`src/hdl/hsvm_pkg.sv`:
```
// hsvm_pkg: shared types and constants for the hsv range pixel mask pipeline
// holds the pipeline payload, configuration bundle and register index codes
// no dependencies
package hsvm_pkg;

    localparam int CH_W       = 8;
    localparam int DEN_W      = 9;
    localparam int SAT_NW     = 17;
    localparam int SAT_QW     = 8;
    localparam int HUE_NW     = 14;
    localparam int HUE_QW     = 5;
    localparam int DIV_STAGES = 2;
    localparam int SAT_STEPS  = 4;
    localparam int HUE_STEPS  = 3;
    localparam int SAT_SCALE  = 510;
    localparam int HUE_SCALE  = 60;
    localparam int HUE_SPAN   = 180;
    localparam int HUE_OFS_G  = 60;
    localparam int HUE_OFS_B  = 120;
    localparam int CFG_IDX_W  = 3;

    localparam logic [CH_W-1:0] RST_LOW  = 8'd50;
    localparam logic [CH_W-1:0] RST_HIGH = 8'd150;

    typedef enum logic [1:0] {
        HSEL_GRAY,
        HSEL_RED,
        HSEL_GREEN,
        HSEL_BLUE
    } hue_sel_t;

    typedef enum logic [CFG_IDX_W-1:0] {
        REG_HUE_LOW     = 3'd0,
        REG_HUE_HIGH    = 3'd1,
        REG_SAT_LOW     = 3'd2,
        REG_SAT_HIGH    = 3'd3,
        REG_BRIGHT_LOW  = 3'd4,
        REG_BRIGHT_HIGH = 3'd5
    } cfg_reg_t;

    typedef struct packed {
        logic [CH_W-1:0] hue_low;
        logic [CH_W-1:0] hue_high;
        logic [CH_W-1:0] sat_low;
        logic [CH_W-1:0] sat_high;
        logic [CH_W-1:0] bright_low;
        logic [CH_W-1:0] bright_high;
    } hsvm_cfg_t;

    typedef struct packed {
        logic [CH_W-1:0]   vmax;
        hue_sel_t          sel;
        logic              hneg;
        logic [SAT_NW-1:0] s_num;
        logic [DEN_W-1:0]  s_den;
        logic [SAT_QW-1:0] s_quo;
        logic [HUE_NW-1:0] h_num;
        logic [DEN_W-1:0]  h_den;
        logic [HUE_QW-1:0] h_quo;
    } hsvm_work_t;

endpackage

```
`src/hdl/hsvm_front.sv`:
```
// hsvm_front: first pipeline stage, max/min search and divider operand setup
// depends on hsvm_pkg
module hsvm_front (
    input  logic                          clk,
    input  logic                          rst_n,
    input  logic                          up_valid,
    output logic                          up_ready,
    input  logic [hsvm_pkg::CH_W-1:0]     blue,
    input  logic [hsvm_pkg::CH_W-1:0]     green,
    input  logic [hsvm_pkg::CH_W-1:0]     red,
    output logic                          dn_valid,
    input  logic                          dn_ready,
    output hsvm_pkg::hsvm_work_t          dn_work
);

    logic                 valid_reg;
    logic                 valid_next;
    hsvm_pkg::hsvm_work_t work_reg;
    hsvm_pkg::hsvm_work_t work_next;

    always_comb
    begin
        logic [hsvm_pkg::CH_W-1:0] vmax;
        logic [hsvm_pkg::CH_W-1:0] vmin;
        logic [hsvm_pkg::CH_W-1:0] dlt;
        logic signed [hsvm_pkg::CH_W:0] diff;
        logic [hsvm_pkg::CH_W-1:0] mag;
        hsvm_pkg::hue_sel_t sel;

        // red wins ties over green, green over blue
        if (red >= green && red >= blue)
        begin
            vmax = red;
            sel  = hsvm_pkg::HSEL_RED;
            diff = $signed({1'b0, green}) - $signed({1'b0, blue});
        end
        else if (green >= blue)
        begin
            vmax = green;
            sel  = hsvm_pkg::HSEL_GREEN;
            diff = $signed({1'b0, blue}) - $signed({1'b0, red});
        end
        else
        begin
            vmax = blue;
            sel  = hsvm_pkg::HSEL_BLUE;
            diff = $signed({1'b0, red}) - $signed({1'b0, green});
        end

        vmin = red;
        if (green < vmin)
        begin
            vmin = green;
        end
        if (blue < vmin)
        begin
            vmin = blue;
        end
        dlt = vmax - vmin;
        if (dlt == '0)
        begin
            sel = hsvm_pkg::HSEL_GRAY;
        end

        mag = diff[hsvm_pkg::CH_W] ? hsvm_pkg::CH_W'(-diff) : diff[hsvm_pkg::CH_W-1:0];

        work_next.vmax  = vmax;
        work_next.sel   = sel;
        work_next.hneg  = diff[hsvm_pkg::CH_W];
        // round half up: floor((510*d + v) / (2*v))
        work_next.s_num = hsvm_pkg::SAT_NW'(hsvm_pkg::SAT_SCALE * dlt)
                        + hsvm_pkg::SAT_NW'(vmax);
        work_next.s_den = {vmax, 1'b0};
        work_next.s_quo = '0;
        // magnitude form; negative side uses ceil, hence the minus one
        work_next.h_num = hsvm_pkg::HUE_NW'(hsvm_pkg::HUE_SCALE * mag)
                        + hsvm_pkg::HUE_NW'(dlt)
                        - hsvm_pkg::HUE_NW'(diff[hsvm_pkg::CH_W]);
        work_next.h_den = {dlt, 1'b0};
        work_next.h_quo = '0;
    end

    assign up_ready   = !valid_reg || dn_ready;
    assign valid_next = up_ready ? up_valid : valid_reg;

    always_ff @(posedge clk or negedge rst_n)
    begin
        if (!rst_n)
        begin
            valid_reg <= 1'b0;
        end
        else
        begin
            valid_reg <= valid_next;
        end
    end

    always_ff @(posedge clk)
    begin
        if (up_ready && up_valid)
        begin
            work_reg <= work_next;
        end
    end

    assign dn_valid = valid_reg;
    assign dn_work  = work_reg;

endmodule

```
`src/hdl/hsvm_div_stage.sv`:
```
// hsvm_div_stage: one stage of the shift-subtract dividers for saturation and hue
// resolves a slice of quotient bits of each; depends on hsvm_pkg
module hsvm_div_stage #(
    parameter int STAGE = 0
) (
    input  logic                 clk,
    input  logic                 rst_n,
    input  logic                 up_valid,
    output logic                 up_ready,
    input  hsvm_pkg::hsvm_work_t up_work,
    output logic                 dn_valid,
    input  logic                 dn_ready,
    output hsvm_pkg::hsvm_work_t dn_work
);

    localparam int SAT_TW = hsvm_pkg::SAT_NW + hsvm_pkg::SAT_QW;
    localparam int HUE_TW = hsvm_pkg::HUE_NW + hsvm_pkg::HUE_QW;

    logic                 valid_reg;
    logic                 valid_next;
    hsvm_pkg::hsvm_work_t work_reg;
    hsvm_pkg::hsvm_work_t work_next;

    always_comb
    begin
        logic [SAT_TW-1:0] s_rem;
        logic [SAT_TW-1:0] s_try;
        logic [HUE_TW-1:0] h_rem;
        logic [HUE_TW-1:0] h_try;
        int k;

        work_next = up_work;
        s_rem     = SAT_TW'(up_work.s_num);
        h_rem     = HUE_TW'(up_work.h_num);

        // msb first; the quotient is known to fit, so no top remainder is needed
        for (int i = 0; i < hsvm_pkg::SAT_STEPS; i++)
        begin
            k = hsvm_pkg::SAT_QW - 1 - STAGE * hsvm_pkg::SAT_STEPS - i;
            if (k >= 0)
            begin
                s_try = SAT_TW'(up_work.s_den) << k;
                if (s_rem >= s_try)
                begin
                    s_rem = s_rem - s_try;
                    work_next.s_quo = work_next.s_quo | (hsvm_pkg::SAT_QW'(1) << k);
                end
            end
        end

        for (int i = 0; i < hsvm_pkg::HUE_STEPS; i++)
        begin
            k = hsvm_pkg::HUE_QW - 1 - STAGE * hsvm_pkg::HUE_STEPS - i;
            if (k >= 0)
            begin
                h_try = HUE_TW'(up_work.h_den) << k;
                if (h_rem >= h_try)
                begin
                    h_rem = h_rem - h_try;
                    work_next.h_quo = work_next.h_quo | (hsvm_pkg::HUE_QW'(1) << k);
                end
            end
        end

        work_next.s_num = s_rem[hsvm_pkg::SAT_NW-1:0];
        work_next.h_num = h_rem[hsvm_pkg::HUE_NW-1:0];
    end

    assign up_ready   = !valid_reg || dn_ready;
    assign valid_next = up_ready ? up_valid : valid_reg;

    always_ff @(posedge clk or negedge rst_n)
    begin
        if (!rst_n)
        begin
            valid_reg <= 1'b0;
        end
        else
        begin
            valid_reg <= valid_next;
        end
    end

    always_ff @(posedge clk)
    begin
        if (up_ready && up_valid)
        begin
            work_reg <= work_next;
        end
    end

    assign dn_valid = valid_reg;
    assign dn_work  = work_reg;

endmodule

```
`src/hdl/hsvm_back.sv`:
```
// hsvm_back: last stage, hue sector offset and wrap, range tests, output register
// depends on hsvm_pkg
module hsvm_back (
    input  logic                      clk,
    input  logic                      rst_n,
    input  logic                      up_valid,
    output logic                      up_ready,
    input  hsvm_pkg::hsvm_work_t      up_work,
    input  hsvm_pkg::hsvm_cfg_t       cfg,
    output logic                      dn_valid,
    input  logic                      dn_ready,
    output logic                      dn_in_band,
    output logic [hsvm_pkg::CH_W-1:0] dn_hue,
    output logic [hsvm_pkg::CH_W-1:0] dn_saturation,
    output logic [hsvm_pkg::CH_W-1:0] dn_brightness
);

    logic                      valid_reg;
    logic                      valid_next;
    logic                      in_band_reg;
    logic                      in_band_next;
    logic [hsvm_pkg::CH_W-1:0] hue_reg;
    logic [hsvm_pkg::CH_W-1:0] hue_next;
    logic [hsvm_pkg::CH_W-1:0] sat_reg;
    logic [hsvm_pkg::CH_W-1:0] sat_next;
    logic [hsvm_pkg::CH_W-1:0] bright_reg;
    logic [hsvm_pkg::CH_W-1:0] bright_next;

    always_comb
    begin
        logic signed [hsvm_pkg::HUE_QW+1:0] part;
        logic signed [hsvm_pkg::CH_W:0]     ext;
        logic signed [hsvm_pkg::CH_W:0]     h_s;
        logic hue_ok;
        logic sat_ok;
        logic val_ok;

        part = $signed({2'b00, up_work.h_quo});
        if (up_work.hneg)
        begin
            part = -part;
        end
        ext = {{(hsvm_pkg::CH_W - hsvm_pkg::HUE_QW - 1){part[hsvm_pkg::HUE_QW+1]}}, part};

        case (up_work.sel)
            hsvm_pkg::HSEL_RED:   h_s = ext;
            hsvm_pkg::HSEL_GREEN: h_s = ext + (hsvm_pkg::CH_W+1)'(hsvm_pkg::HUE_OFS_G);
            hsvm_pkg::HSEL_BLUE:  h_s = ext + (hsvm_pkg::CH_W+1)'(hsvm_pkg::HUE_OFS_B);
            default:              h_s = '0;
        endcase
        if (h_s < 0)
        begin
            h_s = h_s + (hsvm_pkg::CH_W+1)'(hsvm_pkg::HUE_SPAN);
        end

        hue_next    = h_s[hsvm_pkg::CH_W-1:0];
        // zero brightness gives a zero divisor; saturation is defined as zero there
        sat_next    = (up_work.vmax == '0) ? '0 : up_work.s_quo;
        bright_next = up_work.vmax;

        if (cfg.hue_low <= cfg.hue_high)
        begin
            hue_ok = (hue_next >= cfg.hue_low) && (hue_next <= cfg.hue_high);
        end
        else
        begin
            hue_ok = (hue_next <= cfg.hue_high) || (hue_next >= cfg.hue_low);
        end
        sat_ok = (sat_next >= cfg.sat_low) && (sat_next <= cfg.sat_high);
        val_ok = (bright_next >= cfg.bright_low) && (bright_next <= cfg.bright_high);
        in_band_next = hue_ok && sat_ok && val_ok;
    end

    assign up_ready   = !valid_reg || dn_ready;
    assign valid_next = up_ready ? up_valid : valid_reg;

    always_ff @(posedge clk or negedge rst_n)
    begin
        if (!rst_n)
        begin
            valid_reg <= 1'b0;
        end
        else
        begin
            valid_reg <= valid_next;
        end
    end

    always_ff @(posedge clk)
    begin
        if (up_ready && up_valid)
        begin
            in_band_reg <= in_band_next;
            hue_reg     <= hue_next;
            sat_reg     <= sat_next;
            bright_reg  <= bright_next;
        end
    end

    assign dn_valid      = valid_reg;
    assign dn_in_band    = in_band_reg;
    assign dn_hue        = hue_reg;
    assign dn_saturation = sat_reg;
    assign dn_brightness = bright_reg;

endmodule

```
`src/hdl/hsv_range_pixel_mask.sv`:
```
// hsv_range_pixel_mask: top level, bgr pixel to 8-bit hsv with inclusive range test
// depends on hsvm_pkg, hsvm_front, hsvm_div_stage, hsvm_back
//
// One pixel beat in, one result beat out. The pipeline is four register stages deep:
// channel max/min and operand setup, two shift-subtract divider stages that resolve
// saturation and hue quotient bits side by side, then hue sector offset, range tests
// and the output register. It takes a beat every cycle while the output side does
// not stall. Each stage holds its beat under backpressure and fills bubbles ahead of
// a stall. Range bounds are plain registers written through
// cfg_we/cfg_index/cfg_data; indexes beyond the sixth register are ignored. Change
// them only while no beat is in flight.
module hsv_range_pixel_mask (
    input  logic                               clk,
    input  logic                               rst_n,
    input  logic                               cfg_we,
    input  logic [hsvm_pkg::CFG_IDX_W-1:0]     cfg_index,
    input  logic [hsvm_pkg::CH_W-1:0]          cfg_data,
    input  logic                               in_valid,
    output logic                               in_ready,
    input  logic [hsvm_pkg::CH_W-1:0]          blue,
    input  logic [hsvm_pkg::CH_W-1:0]          green,
    input  logic [hsvm_pkg::CH_W-1:0]          red,
    output logic                               out_valid,
    input  logic                               out_ready,
    output logic                               in_band,
    output logic [hsvm_pkg::CH_W-1:0]          hue,
    output logic [hsvm_pkg::CH_W-1:0]          saturation,
    output logic [hsvm_pkg::CH_W-1:0]          brightness
);

    hsvm_pkg::hsvm_cfg_t  cfg_reg;
    hsvm_pkg::hsvm_cfg_t  cfg_next;

    logic                 stg_valid [hsvm_pkg::DIV_STAGES+1];
    logic                 stg_ready [hsvm_pkg::DIV_STAGES+1];
    hsvm_pkg::hsvm_work_t stg_work  [hsvm_pkg::DIV_STAGES+1];

    always_comb
    begin
        cfg_next = cfg_reg;
        if (cfg_we)
        begin
            case (hsvm_pkg::cfg_reg_t'(cfg_index))
                hsvm_pkg::REG_HUE_LOW:     cfg_next.hue_low     = cfg_data;
                hsvm_pkg::REG_HUE_HIGH:    cfg_next.hue_high    = cfg_data;
                hsvm_pkg::REG_SAT_LOW:     cfg_next.sat_low     = cfg_data;
                hsvm_pkg::REG_SAT_HIGH:    cfg_next.sat_high    = cfg_data;
                hsvm_pkg::REG_BRIGHT_LOW:  cfg_next.bright_low  = cfg_data;
                hsvm_pkg::REG_BRIGHT_HIGH: cfg_next.bright_high = cfg_data;
                default:                   cfg_next = cfg_reg;
            endcase
        end
    end

    always_ff @(posedge clk or negedge rst_n)
    begin
        if (!rst_n)
        begin
            cfg_reg.hue_low     <= hsvm_pkg::RST_LOW;
            cfg_reg.hue_high    <= hsvm_pkg::RST_HIGH;
            cfg_reg.sat_low     <= hsvm_pkg::RST_LOW;
            cfg_reg.sat_high    <= hsvm_pkg::RST_HIGH;
            cfg_reg.bright_low  <= hsvm_pkg::RST_LOW;
            cfg_reg.bright_high <= hsvm_pkg::RST_HIGH;
        end
        else
        begin
            cfg_reg <= cfg_next;
        end
    end

    hsvm_front u_front (
        .clk      (clk),
        .rst_n    (rst_n),
        .up_valid (in_valid),
        .up_ready (in_ready),
        .blue     (blue),
        .green    (green),
        .red      (red),
        .dn_valid (stg_valid[0]),
        .dn_ready (stg_ready[0]),
        .dn_work  (stg_work[0])
    );

    for (genvar s = 0; s < hsvm_pkg::DIV_STAGES; s++)
    begin : g_div
        hsvm_div_stage #(
            .STAGE (s)
        ) u_div (
            .clk      (clk),
            .rst_n    (rst_n),
            .up_valid (stg_valid[s]),
            .up_ready (stg_ready[s]),
            .up_work  (stg_work[s]),
            .dn_valid (stg_valid[s+1]),
            .dn_ready (stg_ready[s+1]),
            .dn_work  (stg_work[s+1])
        );
    end

    hsvm_back u_back (
        .clk           (clk),
        .rst_n         (rst_n),
        .up_valid      (stg_valid[hsvm_pkg::DIV_STAGES]),
        .up_ready      (stg_ready[hsvm_pkg::DIV_STAGES]),
        .up_work       (stg_work[hsvm_pkg::DIV_STAGES]),
        .cfg           (cfg_reg),
        .dn_valid      (out_valid),
        .dn_ready      (out_ready),
        .dn_in_band    (in_band),
        .dn_hue        (hue),
        .dn_saturation (saturation),
        .dn_brightness (brightness)
    );

    // hue stays inside its 0..179 span
    a_hue_span: assert property (@(posedge clk) disable iff (!rst_n)
        out_valid |-> (hue < hsvm_pkg::CH_W'(hsvm_pkg::HUE_SPAN)))
        else $error("hue out of span");

    // black pixel has no saturation
    a_black_sat: assert property (@(posedge clk) disable iff (!rst_n)
        (out_valid && brightness == '0) |-> (saturation == '0))
        else $error("nonzero saturation at zero brightness");

    // zero saturation only for gray pixels, whose hue is zero
    a_gray_hue: assert property (@(posedge clk) disable iff (!rst_n)
        (out_valid && saturation == '0) |-> (hue == '0))
        else $error("gray pixel with nonzero hue");

    // an empty output register means every stage can take a beat
    a_drain_ready: assert property (@(posedge clk) disable iff (!rst_n)
        !out_valid |-> in_ready)
        else $error("pipeline stalled with empty output");

endmodule
```
`config.mk`:
```
export PLATFORM = sky130hd
export DESIGN_NAME = hsv_range_pixel_mask
export DESIGN_NICKNAME = d
export VERILOG_FILES = /design/src/hdl/hsvm_pkg.sv /design/src/hdl/hsvm_front.sv /design/src/hdl/hsvm_div_stage.sv /design/src/hdl/hsvm_back.sv /design/src/hdl/hsv_range_pixel_mask.sv
export SDC_FILE = /design/constraint.sdc
export NUM_CORES = 1
export LEC_CHECK = 0
export ABC_CLOCK_PERIOD_IN_PS = 13900
export BUFFER_PORTS_ARGS = -buffer_cell sky130_fd_sc_hd__buf_4
export CAP_MARGIN = 25
export CORE_MARGIN = 2
export CORE_UTILIZATION = 60
export CTS_CLUSTER_DIAMETER = 50
export DETAILED_ROUTE_END_ITERATION = 8
export GPL_ROUTABILITY_DRIVEN = 0
export PLACE_DENSITY = 0.77
export SETUP_SLACK_MARGIN = 0.1
export SLEW_MARGIN = 30
export SYNTH_ARGS = -nofsm -noshare
export SYNTH_HDL_FRONTEND = slang
export SYNTH_HIERARCHICAL = 1
export SYNTH_SLANG_ARGS = --single-unit
```
`constraint.sdc`:
```
create_clock -name clk -period 13.9 [get_ports clk]
set_input_delay 1.39 -clock clk [delete_from_list [all_inputs] [get_ports clk]]
set_output_delay 1.39 -clock clk [all_outputs]
set_load 0.005 [all_outputs]
```
==> results.toml, run 1 <==
[status]
status = "completed"

[clock_tree]
h-tree-depth = 1
clk_latency_ps = 530
postCtsHoldBufs = 0
clockBufferDepth = 3
cts_resized = 0
post_cts_buffers = 0
cts.sinks = 223
cts_root_buf = "clkbuf_16"
cts_tree = "yes"
numCtsBuffers = 27
cts.clk_slew.worst_paths_ps = 60

[critical_path]
cp.arrival_ps = 11510
worstSetupPathType = "reg -> reg"
cp-start-kind = "flop"
path_delay_family = "compound AO/OA/AOI/OAI gates"
cpMaxStageDelayCell = "nor4_4"
path_buf_inv = 1
critPathMaxFanout = 14
end_kind = "flop"
crit_top_cell = "a21oi_1"
cp.required_ps = 14170
max_stage_delay_ps = 710

[timing]
rsz0062_at_grt = "false"
timing.hold.ws_ps = 418
final_hold_viol_count = 0
clock_skew_ps = 9.38
relSlewSlack_pct = 38.1
tns_ps = 0
period_minus_slack_ps = 11240
slew_viol_final = 0
fmax_mhz = 89.0
tightest_slew_ps = 919
period_share_pct = 80.9
setup_violations = 0

[route]
routed-via-count = 17700
drt_iter0_drc = 1083
postRouteAntennaNets = 0
wire_per_inst_microns = 17.3
firstDrtPassIters = 5
viasPerCell = 6.07
drt-total-wl_microns = 50500
drc = 0

[cells_and_area]
syn_to_final_growth_pct = 7.69
antennaDiodeCount = 0
fillers = 2804
final_nets = 2818
drive_gt1_share_pct = 12.4
largest_reg_flops = 97

[placed_design]
dp_hpwl_microns = 40200
io_buffers = 66

[global_routing]
grt_start_max_net_pins = 53
globalRoute.totalOverflow = 0
grt_pass1_wl_microns = 84100
antenna_found_initial = 0
first_global_vias = 17600
grt.total_usage_pct = 26.2

[synth]
synthCells = 2379
syn_avg_cell_area_sq_um = 9.44
yosys_warnings = 6
netlist_area_sq_um = 22500

[die]
rows = 70
floorplan.initialDensity_pct = 61.2
fp.dieW_microns = 197
die_h_microns = 197
core_area_sq_um = 36700
ios = 67
die_area_sq_um = 39000

[flow_run]
maxCapViolCount = 0

[worst_hold_path]
hold_path.class = "reg -> reg"
-- layout by cell type, fill, tap and decap left out, types with 21 or more instances in the layout --
cell,n
mux2_2,79
nor3_1,37
mux2i_1,24
a21oi_1,184
nor2_1,169
dfstp_2,21
nand4_1,31
o21ai_0,123
edfxtp_1,171
nand2b_1,47
a21o_1,68
clkbuf_16,29
nand2_1,128
a211oi_1,22
ha_1,291
xor2_1,56
buf_4,73
inv_1,270
nand3_1,31
fa_1,54
nor2b_1,30
xnor2_1,105
dfrtp_1,31
-- through the flow --
stage / utilization, % / std cells / cell area, sq um / setup slack [ps]
2_1_floorplan: - / 2393 / 22500 / 3320
3_3_place_gp: 63.4 / 2871 / 23300 / 2600
3_5_place_dp: 63.4 / 2871 / 23300 / 2280
4_1_cts: 65.8 / 2920 / 24200 / 2800
5_1_grt: 65.9 / 2921 / 24200 / 1640
6_report: 65.9 / 2921 / 24200 / 2660
-- metal layers --
metal | vias up | GRT usage (%) | share of wire (%)
met5 | - | 0 | 0
met3 | 99 | 2.73 | 5.1
met4 | 0 | 8.21 | 2.7
met2 | 538 | 46.3 | 49
li1 | 8625 | - | -
met1 | 8460 | 33.6 | 44
-- cell type report --
type	count	area [sq um]	area share, %
sequential	223	6460	26.7
clock buffer	37	762	3.15
inverter	271	1020	4.21
multi-input combinational	1836	14700	60.6
clock inverter	12	130	0.538
tap	468	586	2.42
timing repair buffer	74	573	2.37
-- path summary, 6_finish.rpt --
kind                                                              start                              endpoint  slack [ps]  cells after the start
worst max-delay path                      u_front/dn_work[65]$_DFFE_PP_  g_div[0].u_div/dn_work[51]$_DFFE_PP_        2660                     38
worst min-delay path            g_div[0].u_div/dn_work[3]$_SDFFCE_PN1P_   g_div[1].u_div/dn_work[3]$_DFFE_PP_         420                      0
worst max register to register            u_front/dn_work[65]$_DFFE_PP_  g_div[0].u_div/dn_work[51]$_DFFE_PP_        2660                     38
worst min register to register  g_div[0].u_div/dn_work[3]$_SDFFCE_PN1P_   g_div[1].u_div/dn_work[3]$_DFFE_PP_         420                      0
max in group asynchronous                                         rst_n                cfg_reg[8]$_DFFE_PN0P_       12590                      1
min in group asynchronous                                         rst_n               cfg_reg[24]$_DFFE_PN0P_         890                      1
Power of run 1 is not shown: default switching activity piles up to over one toggle a cycle in this logic, so the estimate is an artifact.
==> run 2, diff against run 1 <==
--- a/config.mk
+++ b/config.mk
@@ -5,15 +5,16 @@
 export SDC_FILE = /design/constraint.sdc
 export NUM_CORES = 1
 export LEC_CHECK = 0
-export ABC_CLOCK_PERIOD_IN_PS = 13900
+export ABC_AREA = 1
+export ABC_CLOCK_PERIOD_IN_PS = 9300
 export BUFFER_PORTS_ARGS = -buffer_cell sky130_fd_sc_hd__buf_4
 export CAP_MARGIN = 25
 export CORE_MARGIN = 2
-export CORE_UTILIZATION = 60
+export CORE_UTILIZATION = 59
 export CTS_CLUSTER_DIAMETER = 50
 export DETAILED_ROUTE_END_ITERATION = 8
 export GPL_ROUTABILITY_DRIVEN = 0
-export PLACE_DENSITY = 0.77
+export PLACE_DENSITY = 0.79
 export SETUP_SLACK_MARGIN = 0.1
 export SLEW_MARGIN = 30
 export SYNTH_ARGS = -nofsm -noshare
==> constraint.sdc (replaced) <==
create_clock -name clk -period 9.3 [get_ports clk]
set_input_delay 0.93 -clock clk [delete_from_list [all_inputs] [get_ports clk]]
set_output_delay 0.93 -clock clk [all_outputs]
set_load 0.005 [all_outputs]
==> run 2 against run 1 <==
  * Sequential share of layout area decreased by 1.3 points
  * First-iteration DRC count increased by 19%
  * Final cell count increased by 26%
  * Highest routed layer unchanged
  * Utilization shrank 1.4 points
  * Clock skew up 24 ps
  * Non-clock buffer count increased by 23
  * Synthesized cell count is 29% higher
  * Clock-buffer cell count fell by 7
  * Via count is 15% higher
  * Critical path depth rose by 5
  * Area after synthesis grew 4.4%
  * Global-route usage rose by 0.16 points
==> results.toml, run 2 <==
[cells_and_area]
largest_reg_flops = 97
drive_gt1_share_pct = 12.2
mostFrequentLayoutCells = "744 x nand2_1, 514 x inv_1, 286 x ha_1"
fillers = 3289
seq_area_sq_um = 6460
final_cell_area_sq_um = 25500
antennaDiodeCount = 0
multi_input_area_sq_um = 14800
final_nets = 3535
mostFrequentLayoutCell = "nand2_1"
syn_to_final_growth_pct = 8.65

[critical_path]
worstSetupPathType = "in -> reg"
cp-start-kind = "input pin"
max_stage_delay_ps = 540
cp.arrival_ps = 9040
cp.required_ps = 9570
end_kind = "flop"
critPathMaxFanout = 8
cpMaxStageDelayCell = "fa_1"
crit_top_cell = "inv_1"

[timing]
period_minus_slack_ps = 8770
fmax_mhz = 114
period_share_pct = 94.4
final_hold_viol_count = 0
relSlewSlack_pct = 38.5
worst_slack_ps = 525
slew_viol_final = 0
timing.hold.ws_ps = 404
clock_skew_ps = 33.8
tightest_slew_ps = 922
setup_violations = 0

[route]
routed-via-count = 20300
drc = 0
drt-total-wl_microns = 54700
firstDrtPassIters = 5
viasPerCell = 5.50
drt_iter0_drc = 1289
postRouteAntennaNets = 0
wire_per_inst_microns = 14.8

[clock_tree]
clk_latency_ps = 550
cts.clk_slew.worst_paths_ps = 60
cts.sinks = 223
numCtsBuffers = 24
cts_root_buf = "clkbuf_16"
cts_tree = "yes"
clockBufferDepth = 3
h-tree-depth = 1
postCtsHoldBufs = 0

[status]
status = "completed"

[die]
floorplan.initialDensity_pct = 59.4
die_area_sq_um = 41300
rows = 73
ios = 67
die_h_microns = 203
core_area_sq_um = 39500
fp.dieW_microns = 203

[synth]
synthCells = 3063
netlist_area_sq_um = 23400
syn_avg_cell_area_sq_um = 7.65
yosys_warnings = 6

[global_routing]
globalRoute.totalOverflow = 0
antenna_found_initial = 0
grt_pass1_wl_microns = 91100
grt_start_max_net_pins = 74
grt.total_usage_pct = 26.3
first_global_vias = 20000

[placed_design]
placed_area_sq_um = 24400
io_buffers = 66
pre_cts_ws_ps = -195
dp_hpwl_microns = 43200

[flow_run]
maxCapViolCount = 0

[worst_hold_path]
hold_path.class = "reg -> reg"
run 2: cell count changes in the layout (fill, tap and decap cells not counted), moves of 53 or more:
cell,before,now
inv_1,270,514
nand2_1,128,744
nand3_1,31,172
nand2_2,2,55
mux2_2,79,0
a21o_1,68,8
run 2: cell type report:
type                            instances  area share, %
Clock buffer                           30           2.45
Clock inverter                         14          0.604
Inverter                              539           8.04
Multi-Input combinational cell       2263           58.0
Sequential cell                       223           25.4
Tap cell                              525           2.58
Timing Repair Buffer                   97           2.86
Timing Repair inverter                  2         0.0491
run 2: final timing paths:
check | startpoint | to | slack [ps] | cells after the start
worst min-delay path | g_div[0].u_div/dn_work[66]$_DFFE_PP_ | g_div[1].u_div/dn_work[66]$_DFFE_PP_ | 400 | 0
worst min register to register | g_div[0].u_div/dn_work[66]$_DFFE_PP_ | g_div[1].u_div/dn_work[66]$_DFFE_PP_ | 400 | 0
worst max-delay path | green[5] | u_front/dn_work[59]$_DFFE_PP_ | 530 | 43
worst max register to register | u_front/dn_work[66]$_DFFE_PP_ | g_div[0].u_div/dn_work[32]$_SDFFCE_PP1P_ | 550 | 54
max in group asynchronous | rst_n | cfg_reg[31]$_DFFE_PN0P_ | 8400 | 1
min in group asynchronous | rst_n | cfg_reg[19]$_DFFE_PN0P_ | 440 | 1
run 2: timing repair:
action / 4_1_cts / 5_1_grt
setup endpoints to repair: 0 / 23
resized for setup: 0 / 47
buffers inserted: 0 / 11
endpoints found under the hold margin: 0 / 0
run 2: metrics by stage:
stage	TNS, ps	utilization, %	std cells
6_report	0	64.5	3693
2_1_floorplan	0	-	3077
3_3_place_gp	0	61.9	3635
5_1_grt	-726	64.5	3693
4_1_cts	0	63.9	3679
3_5_place_dp	-447	61.9	3635
run 2: worst max-delay path, delay by kind of cell:
kind / cells / cell delay, ps
AND/OR/NAND/NOR: 14 / 1750
buffers and inverters: 9 / 710
AO/OA/AOI/OAI: 7 / 1220
XOR/XNOR: 3 / 480
adder cells (fa/ha/maj): 10 / 3930
run 2: layer usage:
metal  routed length [microns]  vias up  global-route usage [%]  share of wire [%]
met3                      3090      152                    2.64                5.6
met1                     22600     9368                    32.1                 41
met5                         0        -                       0                  0
met2                     27100      654                    48.0                 49
li1                          -    10100                       -                  -
met4                      1920        0                    9.83                3.5
Power of run 2 is left out for the same reason.
